**src/controller_text_line_parser_macros.svh**
```systemverilog
// ---------------------------------------------------------------------------
// controller_text_line_parser_macros.svh
// Assertion macros used by the ctlp_emitter module of the controller text line parser.
// ---------------------------------------------------------------------------
`ifndef CONTROLLER_TEXT_LINE_PARSER_MACROS_SVH
`define CONTROLLER_TEXT_LINE_PARSER_MACROS_SVH

// same-cycle implication, sampled on clk, off during reset
`define CTLP_ASSERT_IMP(lbl, ante, cons) \
	lbl: assert property (@(posedge clk) disable iff (!arst_n) (ante) |-> (cons)) \
		else $error("ctlp assertion failed");

// next-cycle implication
`define CTLP_ASSERT_NXT(lbl, ante, cons) \
	lbl: assert property (@(posedge clk) disable iff (!arst_n) (ante) |=> (cons)) \
		else $error("ctlp assertion failed");

`endif

```
**src/ctlp_pkg.sv**
```systemverilog
// ---------------------------------------------------------------------------
// ctlp_pkg
// Types, constants and key tables for the controller text line parser.
// ---------------------------------------------------------------------------
package ctlp_pkg;

	localparam int SEQ_WIDTH    = 32;
	localparam int BUTTON_WIDTH = 32;
	localparam int NFIELDS      = 18;
	localparam int HDR_LEN      = 16;

	// parser phases
	localparam logic [1:0] PH_HEADER = 2'd0;
	localparam logic [1:0] PH_KEY    = 2'd1;
	localparam logic [1:0] PH_VALUE  = 2'd2;

	// field codes
	localparam logic [4:0] FID_SLOT    = 5'd0;
	localparam logic [4:0] FID_SEQ     = 5'd1;
	localparam logic [4:0] FID_BUTTONS = 5'd2;
	localparam logic [4:0] FID_R2      = 5'd8;
	localparam logic [4:0] FID_TOUCH   = 5'd9;
	localparam logic [4:0] FID_TX      = 5'd10;
	localparam logic [4:0] FID_TY      = 5'd11;
	localparam logic [4:0] FID_GX      = 5'd12;
	localparam logic [4:0] FID_LAST    = 5'd17;
	localparam logic [4:0] FID_NONE    = 5'd31;

	localparam logic [7:0] CH_SPACE = 8'h20;
	localparam logic [7:0] CH_EQ    = 8'h3D;
	localparam logic [7:0] CH_MINUS = 8'h2D;
	localparam logic [7:0] CH_X     = 8'h78;
	localparam logic [7:0] CH_NL    = 8'h0A;

	localparam logic [33:0] MOTION_MAX = 34'd1000000;

	typedef logic [NFIELDS-1:0][31:0] fstore_t;

	// line-done event from the parser to the emitter
	typedef struct packed {
		logic        valid;
		logic        ok;
		logic        motion;
		logic        wr_en;
		logic [4:0]  wr_id;
		logic [31:0] wr_val;
	} done_t;

	localparam logic [7:0] HDR_BYTES [HDR_LEN] = '{
		8'h42, 8'h41, 8'h43, 8'h48, 8'h41, 8'h54, 8'h41, 8'h2F,
		8'h31, 8'h20, 8'h49, 8'h4E, 8'h50, 8'h55, 8'h54, 8'h20
	};

	// key names packed low byte first
	localparam logic [55:0] KEY_NAME [NFIELDS] = '{
		56'h746f6c73, 56'h716573, 56'h736e6f74747562,
		56'h786c, 56'h796c, 56'h7872, 56'h7972, 56'h326c, 56'h3272,
		56'h6863756f74, 56'h7874, 56'h7974,
		56'h7867, 56'h7967, 56'h7a67, 56'h7861, 56'h7961, 56'h7a61
	};
	localparam logic [3:0] KEY_LEN [NFIELDS] = '{
		4'd4, 4'd3, 4'd7, 4'd2, 4'd2, 4'd2, 4'd2, 4'd2, 4'd2,
		4'd5, 4'd2, 4'd2, 4'd2, 4'd2, 4'd2, 4'd2, 4'd2, 4'd2
	};

	function automatic logic [4:0] classify_key(input logic [55:0] kb, input logic [3:0] kl);
		logic [4:0] id;
		id = FID_NONE;
		for (int i = 0; i < NFIELDS; i++) begin
			if (kl == KEY_LEN[i] && kb == KEY_NAME[i])
				id = 5'(i);
		end
		return id;
	endfunction

	// upper bound of the unsigned fields
	function automatic logic [33:0] field_hi(input logic [4:0] id);
		logic [33:0] hi;
		case (id)
			FID_SLOT:    hi = 34'd3;
			FID_SEQ:     hi = (34'd1 << SEQ_WIDTH) - 34'd1;
			FID_BUTTONS: hi = (34'd1 << BUTTON_WIDTH) - 34'd1;
			FID_TOUCH:   hi = 34'd1;
			FID_TX:      hi = 34'd1919;
			FID_TY:      hi = 34'd1079;
			default:     hi = 34'd255;
		endcase
		return hi;
	endfunction

endpackage

```
**src/ctlp_parser.sv**
```systemverilog
// ---------------------------------------------------------------------------
// ctlp_parser
// Input register and per-byte parser: header match, key capture, value
// accumulation, range and duplicate checks, field store.
// ---------------------------------------------------------------------------
module ctlp_parser import ctlp_pkg::*; (
	input  logic       clk,
	input  logic       arst_n,
	input  logic       in_valid,
	output logic       in_ready,
	input  logic [7:0] byte_in,
	input  logic       line_end,
	input  logic       emit_busy,
	output done_t      done,
	output fstore_t    store
);

	logic        v_s1, end_s1;
	logic [7:0]  byte_s1;
	logic        fire;

	logic [1:0]  phase_q, phase_d;
	logic [4:0]  hpos_q, hpos_d;
	logic [55:0] kbuf_q, kbuf_d;
	logic [3:0]  klen_q, klen_d;
	logic [33:0] acc_q, acc_d;
	logic        neg_q, neg_d, hex_q, hex_d, dig_q, dig_d, ovf_q, ovf_d;
	logic        aspc_q, aspc_d;
	logic        err_q, err_d;
	logic [11:0] seen_q, seen_d;
	logic [5:0]  mseen_q, mseen_d;
	fstore_t     store_q;

	// finish-value results
	logic [4:0]  vid;
	logic [33:0] hi;
	logic        rng_ok, dup, fin_err;
	logic [31:0] fin_val;
	logic [11:0] seen_f;
	logic [5:0]  mseen_f;

	// digit step
	logic        is_dig, is_hexl, is_hexu, dig_ok;
	logic [3:0]  dval;
	logic [37:0] nacc;

	logic        end_err;
	logic [11:0] seen_e;
	logic [5:0]  mseen_e;
	logic [4:0]  cls;

	assign fire     = v_s1 && !(end_s1 && emit_busy);
	assign in_ready = !v_s1 || fire;
	assign store    = store_q;

	// input register
	always_ff @(posedge clk or negedge arst_n) begin
		if (!arst_n) begin
			v_s1 <= 1'b0;
		end else if (in_ready) begin
			v_s1 <= in_valid;
		end
	end

	always_ff @(posedge clk) begin
		if (in_ready && in_valid) begin
			byte_s1 <= byte_in;
			end_s1  <= line_end;
		end
	end

	// value completion checks
	always_comb begin
		vid     = kbuf_q[4:0];
		hi      = field_hi(vid);
		if (vid >= FID_GX)
			rng_ok = acc_q <= MOTION_MAX;
		else
			rng_ok = neg_q ? (acc_q == 34'd0) : (acc_q <= hi);
		dup     = (vid >= FID_GX) ? mseen_q[3'(vid - FID_GX)] : seen_q[vid[3:0]];
		fin_err = !dig_q || ovf_q || vid > FID_LAST || !rng_ok || dup;
		fin_val = neg_q ? (32'd0 - acc_q[31:0]) : acc_q[31:0];
		seen_f  = seen_q;
		mseen_f = mseen_q;
		if (!fin_err) begin
			if (vid >= FID_GX)
				mseen_f[3'(vid - FID_GX)] = 1'b1;
			else
				seen_f[vid[3:0]] = 1'b1;
		end
	end

	// digit decode and accumulate
	always_comb begin
		is_dig  = byte_s1 >= 8'h30 && byte_s1 <= 8'h39;
		is_hexl = byte_s1 >= 8'h61 && byte_s1 <= 8'h66;
		is_hexu = byte_s1 >= 8'h41 && byte_s1 <= 8'h46;
		dig_ok  = is_dig || (hex_q && (is_hexl || is_hexu));
		if (is_dig)
			dval = 4'(byte_s1 - 8'h30);
		else if (is_hexl)
			dval = 4'(byte_s1 - 8'h57);
		else
			dval = 4'(byte_s1 - 8'h37);
		if (hex_q)
			nacc = {acc_q, 4'b0} + 38'(dval);
		else
			nacc = {1'b0, acc_q, 3'b0} + {3'b0, acc_q, 1'b0} + 38'(dval);
	end

	assign cls = classify_key(kbuf_q, klen_q);

	// next state for an ordinary byte
	always_comb begin
		phase_d = phase_q;
		hpos_d  = hpos_q;
		kbuf_d  = kbuf_q;
		klen_d  = klen_q;
		acc_d   = acc_q;
		neg_d   = neg_q;
		hex_d   = hex_q;
		dig_d   = dig_q;
		ovf_d   = ovf_q;
		aspc_d  = aspc_q;
		err_d   = err_q;
		seen_d  = seen_q;
		mseen_d = mseen_q;
		case (phase_q)
			PH_HEADER: begin
				if (byte_s1 != HDR_BYTES[hpos_q[3:0]]) begin
					err_d = 1'b1;
				end else begin
					hpos_d = hpos_q + 5'd1;
					if (hpos_q == 5'(HDR_LEN - 1))
						phase_d = PH_KEY;
				end
			end
			PH_KEY: begin
				if (byte_s1 == CH_SPACE) begin
					err_d = 1'b1;
				end else if (byte_s1 == CH_EQ) begin
					if (klen_q == 4'd0 || cls == FID_NONE) begin
						err_d = 1'b1;
					end else begin
						kbuf_d  = 56'(cls);
						klen_d  = 4'd0;
						acc_d   = 34'd0;
						{neg_d, hex_d, dig_d, ovf_d} = 4'b0;
						phase_d = PH_VALUE;
					end
				end else begin
					aspc_d = 1'b0;
					if (klen_q < 4'd7) begin
						kbuf_d = kbuf_q | (56'(byte_s1) << {klen_q[2:0], 3'b0});
						klen_d = klen_q + 4'd1;
					end else begin
						klen_d = 4'd8;
					end
				end
			end
			default: begin
				if (byte_s1 == CH_SPACE) begin
					if (fin_err) begin
						err_d = 1'b1;
					end else begin
						seen_d  = seen_f;
						mseen_d = mseen_f;
					end
					aspc_d  = 1'b1;
					phase_d = PH_KEY;
					klen_d  = 4'd0;
					kbuf_d  = 56'd0;
				end else if (byte_s1 == CH_MINUS) begin
					if (klen_q == 4'd0 && vid != FID_SEQ && vid != FID_BUTTONS) begin
						neg_d  = 1'b1;
						klen_d = 4'd1;
					end else begin
						err_d = 1'b1;
					end
				end else if (byte_s1 == CH_X) begin
					if (vid == FID_BUTTONS && klen_q == 4'd1 && dig_q && !neg_q && !hex_q
							&& !ovf_q && acc_q == 34'd0) begin
						hex_d  = 1'b1;
						dig_d  = 1'b0;
						klen_d = 4'd2;
					end else begin
						err_d = 1'b1;
					end
				end else if (dig_ok) begin
					if (!ovf_q) begin
						acc_d = nacc[33:0];
						if (|nacc[37:33])
							ovf_d = 1'b1;
					end
					dig_d = 1'b1;
					if (klen_q < 4'd15)
						klen_d = klen_q + 4'd1;
				end else begin
					err_d = 1'b1;
				end
			end
		endcase
	end

	// line end verdict
	always_comb begin
		seen_e  = seen_q;
		mseen_e = mseen_q;
		end_err = err_q || byte_s1 != CH_NL || phase_q == PH_HEADER;
		if (phase_q == PH_KEY) begin
			if (klen_q != 4'd0 || aspc_q)
				end_err = 1'b1;
		end else if (phase_q == PH_VALUE) begin
			end_err = end_err || fin_err;
			seen_e  = seen_f;
			mseen_e = mseen_f;
		end
		if (seen_e != 12'hFFF && seen_e != 12'hFFE)
			end_err = 1'b1;
		if (mseen_e != 6'h00 && mseen_e != 6'h3F)
			end_err = 1'b1;
	end

	always_comb begin
		done.valid  = fire && end_s1;
		done.ok     = !end_err;
		done.motion = mseen_e == 6'h3F;
		done.wr_en  = phase_q == PH_VALUE;
		done.wr_id  = vid;
		done.wr_val = fin_val;
	end

	// parser state
	always_ff @(posedge clk or negedge arst_n) begin
		if (!arst_n) begin
			phase_q <= PH_HEADER;
			hpos_q  <= '0;
			kbuf_q  <= '0;
			klen_q  <= '0;
			acc_q   <= '0;
			{neg_q, hex_q, dig_q, ovf_q} <= '0;
			aspc_q  <= 1'b0;
			err_q   <= 1'b0;
			seen_q  <= '0;
			mseen_q <= '0;
			store_q <= '0;
		end else if (fire && end_s1) begin
			phase_q <= PH_HEADER;
			hpos_q  <= '0;
			kbuf_q  <= '0;
			klen_q  <= '0;
			acc_q   <= '0;
			{neg_q, hex_q, dig_q, ovf_q} <= '0;
			aspc_q  <= 1'b0;
			err_q   <= 1'b0;
			seen_q  <= '0;
			mseen_q <= '0;
			store_q <= '0;
		end else if (fire && !err_q) begin
			phase_q <= phase_d;
			hpos_q  <= hpos_d;
			kbuf_q  <= kbuf_d;
			klen_q  <= klen_d;
			acc_q   <= acc_d;
			{neg_q, hex_q, dig_q, ovf_q} <= {neg_d, hex_d, dig_d, ovf_d};
			aspc_q  <= aspc_d;
			err_q   <= err_d;
			seen_q  <= seen_d;
			mseen_q <= mseen_d;
			if (phase_q == PH_VALUE && byte_s1 == CH_SPACE && !fin_err)
				store_q[vid] <= fin_val;
		end
	end

endmodule

```
**src/ctlp_emitter.sv**
```systemverilog
// ---------------------------------------------------------------------------
// ctlp_emitter
// Captures a finished line and hands out its results one item per cycle while out_ready is high.
// ---------------------------------------------------------------------------
module ctlp_emitter import ctlp_pkg::*; (
	input  logic         clk,
	input  logic         arst_n,
	input  done_t        done,
	input  fstore_t      store,
	output logic         busy,
	output logic         out_valid,
	input  logic         out_ready,
	output logic [4:0]   field_id,
	output logic [32:0]  field_value,
	output logic         line_ok,
	output logic         last_of_line
);

`include "controller_text_line_parser_macros.svh"

	fstore_t    buf_q;
	fstore_t    snap;
	logic       busy_q, ok_q;
	logic [4:0] idx_q, last_q;
	logic [31:0] cur;

	assign busy         = busy_q;
	assign out_valid    = busy_q;
	assign field_id     = idx_q;
	assign line_ok      = ok_q;
	assign last_of_line = idx_q == last_q;
	assign cur          = buf_q[idx_q];

	// motion fields are signed, the rest unsigned
	always_comb begin
		if (!ok_q)
			field_value = 33'd0;
		else if (idx_q >= FID_GX)
			field_value = {cur[31], cur};
		else
			field_value = {1'b0, cur};
	end

	always_ff @(posedge clk or negedge arst_n) begin
		if (!arst_n) begin
			busy_q <= 1'b0;
			ok_q   <= 1'b0;
			idx_q  <= '0;
			last_q <= '0;
		end else if (done.valid) begin
			busy_q <= 1'b1;
			ok_q   <= done.ok;
			idx_q  <= '0;
			if (!done.ok)
				last_q <= FID_SLOT;
			else if (done.motion)
				last_q <= FID_LAST;
			else
				last_q <= FID_TY;
		end else if (busy_q && out_ready) begin
			if (idx_q == last_q)
				busy_q <= 1'b0;
			else
				idx_q <= idx_q + 5'd1;
		end
	end

	// line's fields with the final value merged in
	always_comb begin
		snap = store;
		if (done.wr_en && done.wr_id <= FID_LAST)
			snap[done.wr_id] = done.wr_val;
	end

	// snapshot taken at the line end
	always_ff @(posedge clk) begin
		if (done.valid) begin
			buf_q <= snap;
		end
	end

	`CTLP_ASSERT_IMP(a_load_idle, done.valid, !busy_q)
	`CTLP_ASSERT_IMP(a_reject_single, busy_q && !ok_q, idx_q == FID_SLOT && last_of_line)
	`CTLP_ASSERT_IMP(a_last_bound, busy_q, last_q == FID_SLOT || last_q == FID_TY || last_q == FID_LAST)
	`CTLP_ASSERT_NXT(a_run_continues, busy_q && out_ready && !last_of_line, busy_q)

endmodule

```
**src/controller_text_line_parser.sv**
```systemverilog
// ---------------------------------------------------------------------------
// controller_text_line_parser
// Byte-wide parser for one controller-state text line, emitting its fields.
// ---------------------------------------------------------------------------
// Throughput: one byte per cycle, except while a line end waits for the emitter.
// The emitter registers a line as its newline leaves the input register, then
// emits one result per out_ready cycle (12 or 18 per good line, 1 per reject).
// A line end waits in the input register while the previous line still drains.
// Reset (arst_n low) clears all line state; results appear only after a line end.
module controller_text_line_parser import ctlp_pkg::*; (
	input  logic        clk,
	input  logic        arst_n,
	input  logic        in_valid,
	output logic        in_ready,
	input  logic [7:0]  byte_in,
	input  logic        line_end,
	output logic        out_valid,
	input  logic        out_ready,
	output logic [4:0]  field_id,
	output logic [32:0] field_value,
	output logic        line_ok,
	output logic        last_of_line
);

	done_t   done;
	fstore_t store;
	logic    busy;

	ctlp_parser u_parser (
		.clk       (clk),
		.arst_n    (arst_n),
		.in_valid  (in_valid),
		.in_ready  (in_ready),
		.byte_in   (byte_in),
		.line_end  (line_end),
		.emit_busy (busy),
		.done      (done),
		.store     (store)
	);

	ctlp_emitter u_emitter (
		.clk          (clk),
		.arst_n       (arst_n),
		.done         (done),
		.store        (store),
		.busy         (busy),
		.out_valid    (out_valid),
		.out_ready    (out_ready),
		.field_id     (field_id),
		.field_value  (field_value),
		.line_ok      (line_ok),
		.last_of_line (last_of_line)
	);

endmodule

```
**config.mk**
```make
export PLATFORM = sky130hd
export DESIGN_NAME = controller_text_line_parser
export DESIGN_NICKNAME = d
export VERILOG_FILES = /design/src/ctlp_pkg.sv /design/src/ctlp_parser.sv /design/src/ctlp_emitter.sv /design/src/controller_text_line_parser.sv
export VERILOG_INCLUDE_DIRS = /design/src /design/src/src
export SDC_FILE = /design/constraint.sdc
export NUM_CORES = 2
export LEC_CHECK = 0
export ABC_AREA = 1
export BUFFER_PORTS_ARGS = -buffer_cell sky130_fd_sc_hd__clkbuf_2
export CAP_MARGIN = 25
export CORE_MARGIN = 2
export CORE_UTILIZATION = 59
export DETAILED_ROUTE_END_ITERATION = 10
export MAX_ROUTING_LAYER = met4
export PLACE_DENSITY_LB_ADDON = 0.3
export SYNTH_ARGS = -nofsm -noshare
export SYNTH_HDL_FRONTEND = slang
export SYNTH_HIERARCHICAL = 1
export SYNTH_SLANG_ARGS = --single-unit
```
**constraint.sdc**
```tcl
create_clock -name clk -period 43.4 [get_ports clk]
set_input_delay 4.34 -clock clk [delete_from_list [all_inputs] [get_ports clk]]
set_output_delay 4.34 -clock clk [all_outputs]
set_load 0.01 [all_outputs]
```
==> impl_metrics.yaml <==
outcome:
  run_status: "finished clean"
finish:
  finalNonFillerCells: 8896
  design_area_um2: 70500
  syn_to_final_growth_pct: 8.54
  regArea_um2: 35400
  fin_util_pct: 64.6
  drive_gt1_share_pct: 6.39
  fin_nets: 7494
  multiInputGateArea_um2: 25000
  nFillCells: 8914
yosys:
  synth_area_leader_cell: "dfrtp_1"
  synthXorXnorAreaFrac_pct: 0.607
  synth_fa_ha_area_share_pct: 2.30
  yosys.area.top_type_share_pct: 27.4
  synthCells: 7584
  synth_edf_count: 585
  synth_cell_types: 60
  syn_nets: 7715
  synth_common_cells: "nand2_1 (1310), nor2_1 (970), o21ai_0 (921), dfrtp_1 (711), inv_1 (685)"
  synthMuxAreaShare_pct: 0.0154
  synth.most_common_cell: "nand2_1"
  ys.flop_type: "dfrtp_1"
  synthArstFlopShare_pct: 54.9
  synth_top_family_by_area: "simple AND/OR/NAND/NOR gates"
  yosysWarningCount: 6
  ys_seq_elements: 1296
  synth_compound_area_share_pct: 15.2
  yosys.area_share.simple_pct: 19.8
  syn_area_um2: 64900
  seq_area_frac_synth_pct: 54.5
  synth.avg_cell_area_um2: 8.56
  synthTopCellsByArea: "dfrtp_1 (27%), edfxtp_1 (27%), nand2_1 (7.6%)"
place:
  place_inst: 8632
  portBuffers: 54
  dp_hpwl_um: 122000
  dpl_worst_slack_ps: 34760
  placed_area_um2: 65800
  place_congestion: 0.960
run:
  drv_cap: 0
sta:
  postLayoutSetupSlackWorst_ps: 33610
  finalHoldViolations: 0
  timing.hold.ws_ps: 502
  fin_crit_sh_pct: 22.5
  fin_worst_skew_ps: 37.0
  drv_slew: 0
  setup_viol: 0
  max_freq_mhz: 102
  worst_pin_slew_ps: 1180
  period_minus_slack_ps: 9790
  final.setup.tns_ps: 0
  rsz0062_at_grt: "false"
  slew-limit-headroom_pct: 21.6
detailed_routing:
  vias: 57239
  drt_iter0_drc: 8566
  viasPerCell: 6.43
  wirelength_um: 220000
  wire_per_inst_um: 24.7
  drc_errors: 0
  drtPass1Iterations: 6
  ant_nets: 0
floorplanning:
  die_w_um: 336
  floorplan.initialDensity_pct: 59.6
  std_cell_rows: 121
  dieHeight_um: 336
  floorplan.die_area_um2: 113000
  ios: 55
  core_area_um2: 109000
grt:
  grt_pass1_vias: 54818
  grt_use_total_pct: 40.0
  grt_max_degree: 164
  antenna_found_initial: 9
  grt_overflow: 0
  grt_pass1_wl_um: 329000
clock_tree:
  clock_path_buffers: 3
  clk_pin_slew_worst_paths_ps: 60
  cts_resized: 0
  cts_sinks: 1296
  cts_buffers: 138
  clock-root-buffer: "clkbuf_16"
  cts_tree: "built"
  clock_latency_ps: 770
  cts_setup_buffers: 0
  htreeDepth: 4
  cts_hold_buffers: 0
critical_path:
  worstSetupPathType: "reg -> out"
  reg2regPathDepth: 32
  arrival_ps: 5450
  critPathRequiredTime_ps: 39060
  reg2reg_to: "u_emitter/last_q[3]"
  r2r_setup_slack_ps: 35860
  crit_fanout: 85
  rr_startpoint: "u_parser/kbuf_q[2]"
  cp-start-kind: "flop"
  cp-end-kind: "primary output"
hold_path:
  hold_end: "u_parser/store[471]"
  worstHoldPathType: "reg -> reg"
  min_from: "u_parser/store[471]"
  min_path_cells: 2
power:
  power_switching_mw: 1.54
  leakage_nw: 29.5
  swShare_pct: 39.2
  fin_total_pwr_mw: 3.93
  combPwrFrac_pct: 31.9
  vdd_drop_max_mv: 0.0442
  p_seq_share_pct: 38.2
  p_int_mw: 2.39
  powerDensity_nw_per_um2: 55.8
  p_clk_share_pct: 30.0
-- placed cells by master (no fill, tap or decap), types with 10 or more instances in the layout --
master | synthesis | layout
nand2_1 | 1310 | 1296
nor2_1 | 970 | 967
o21ai_0 | 921 | 921
dfrtp_1 | 711 | 708
inv_1 | 685 | 683
edfxtp_1 | 585 | 585
nand3_1 | 535 | 523
a21oi_1 | 378 | 374
o22ai_1 | 265 | 265
clkbuf_16 | 0 | 143
o21ai_1 | 118 | 118
ha_1 | 116 | 116
buf_4 | 28 | 97
nand4_1 | 77 | 77
nor3_1 | 76 | 76
clkbuf_2 | 0 | 54
clkbuf_1 | 315 | 48
xor2_1 | 42 | 41
o21a_1 | 32 | 32
nand3b_1 | 30 | 30
a2111oi_0 | 28 | 28
clkbuf_8 | 0 | 24
nand2_2 | 9 | 22
o211ai_1 | 19 | 19
a31oi_1 | 17 | 17
or2_2 | 16 | 16
inv_2 | 13 | 15
clkinv_2 | 0 | 13
nor4_1 | 13 | 13
nor2_4 | 9 | 11
a21oi_4 | 1 | 10
-- final cells by class --
| class | instances | area share, % |
|---|---|---|
| Tap cell | 1414 | 2.51 |
| Clock inverter | 40 | 0.623 |
| Antenna cell | 4 | 0.0142 |
| Sequential cell | 1296 | 50.2 |
| Multi-Input combinational cell | 5060 | 35.4 |
| Clock buffer | 215 | 5.80 |
| Inverter | 707 | 3.79 |
| Timing Repair Buffer | 160 | 1.66 |
-- kinds of logic (layout without fill, tap and decap cells) --
kind of cell / Yosys count / count (layout)
multiplexers: 1 / 1
adder cells (fa/ha/maj): 118 / 118
AO/OA/AOI/OAI: 1826 / 1826
flip-flops: 1296 / 1296
AND/OR/NAND/NOR: 3070 / 3070
buffers and inverters: 1228 / 1122
XOR/XNOR: 45 / 45
other: 0 / 4
-- power by group through the flow --
stage | clock network [mW] | logic, mW | registers (mW)
floorplan | 0 | 0.865 | 1.53
global placement | 0 | 1.19 | 1.52
CTS | 1.18 | 1.22 | 1.50
finish | 1.18 | 1.25 | 1.50
global route | 1.23 | 1.37 | 1.51
detailed placement | 0 | 1.21 | 1.52
-- routing by layer --
metal  up-vias  wire (um)  track usage (%)
li1      25141          -                -
met2      4027      96300             59.2
met4         0      13900             21.2
met3       886      31200             10.5
met5         -          0                -
met1     27185      78400             50.5
-- critical path: stages, from the launching register on --
cell and delay (ps):
dfrtp_4 1040, buf_4 990, buf_4 860, nor2_1 130, nor2_1 140, o21ai_0 100
nand3_1 120, nand3_1 90, nand2_1 110, nand2_1 50, a21oi_1 660, clkbuf_2 260
-- how the worst max path moves through the flow --
stage | from | endpoint | slack [ps] | cells past startpoint
floorplan | u_parser/end_s1 | u_emitter/field_id[4] | 22440 | 12
global placement | u_emitter/field_id[0] | field_value[20] | 34800 | 11
detailed placement | u_emitter/field_id[0] | field_value[20] | 34760 | 11
CTS | u_emitter/field_id[0] | field_value[20] | 33880 | 11
global route | u_emitter/field_id[0] | field_value[20] | 33550 | 11
finish | u_emitter/field_id[0] | field_value[20] | 33610 | 11
-- state kept, by name (all words and copies together) (netlist names), 6 cells and up --
name	count
u_emitter/buf_q	576
u_parser/acc_q	34
u_parser/byte_s1	8
u_parser/kbuf_q	56
u_parser/mseen_q	6
u_parser/seen_q	12
u_parser/store	576
No activity file was read; power rests on OpenSTA's default activity.
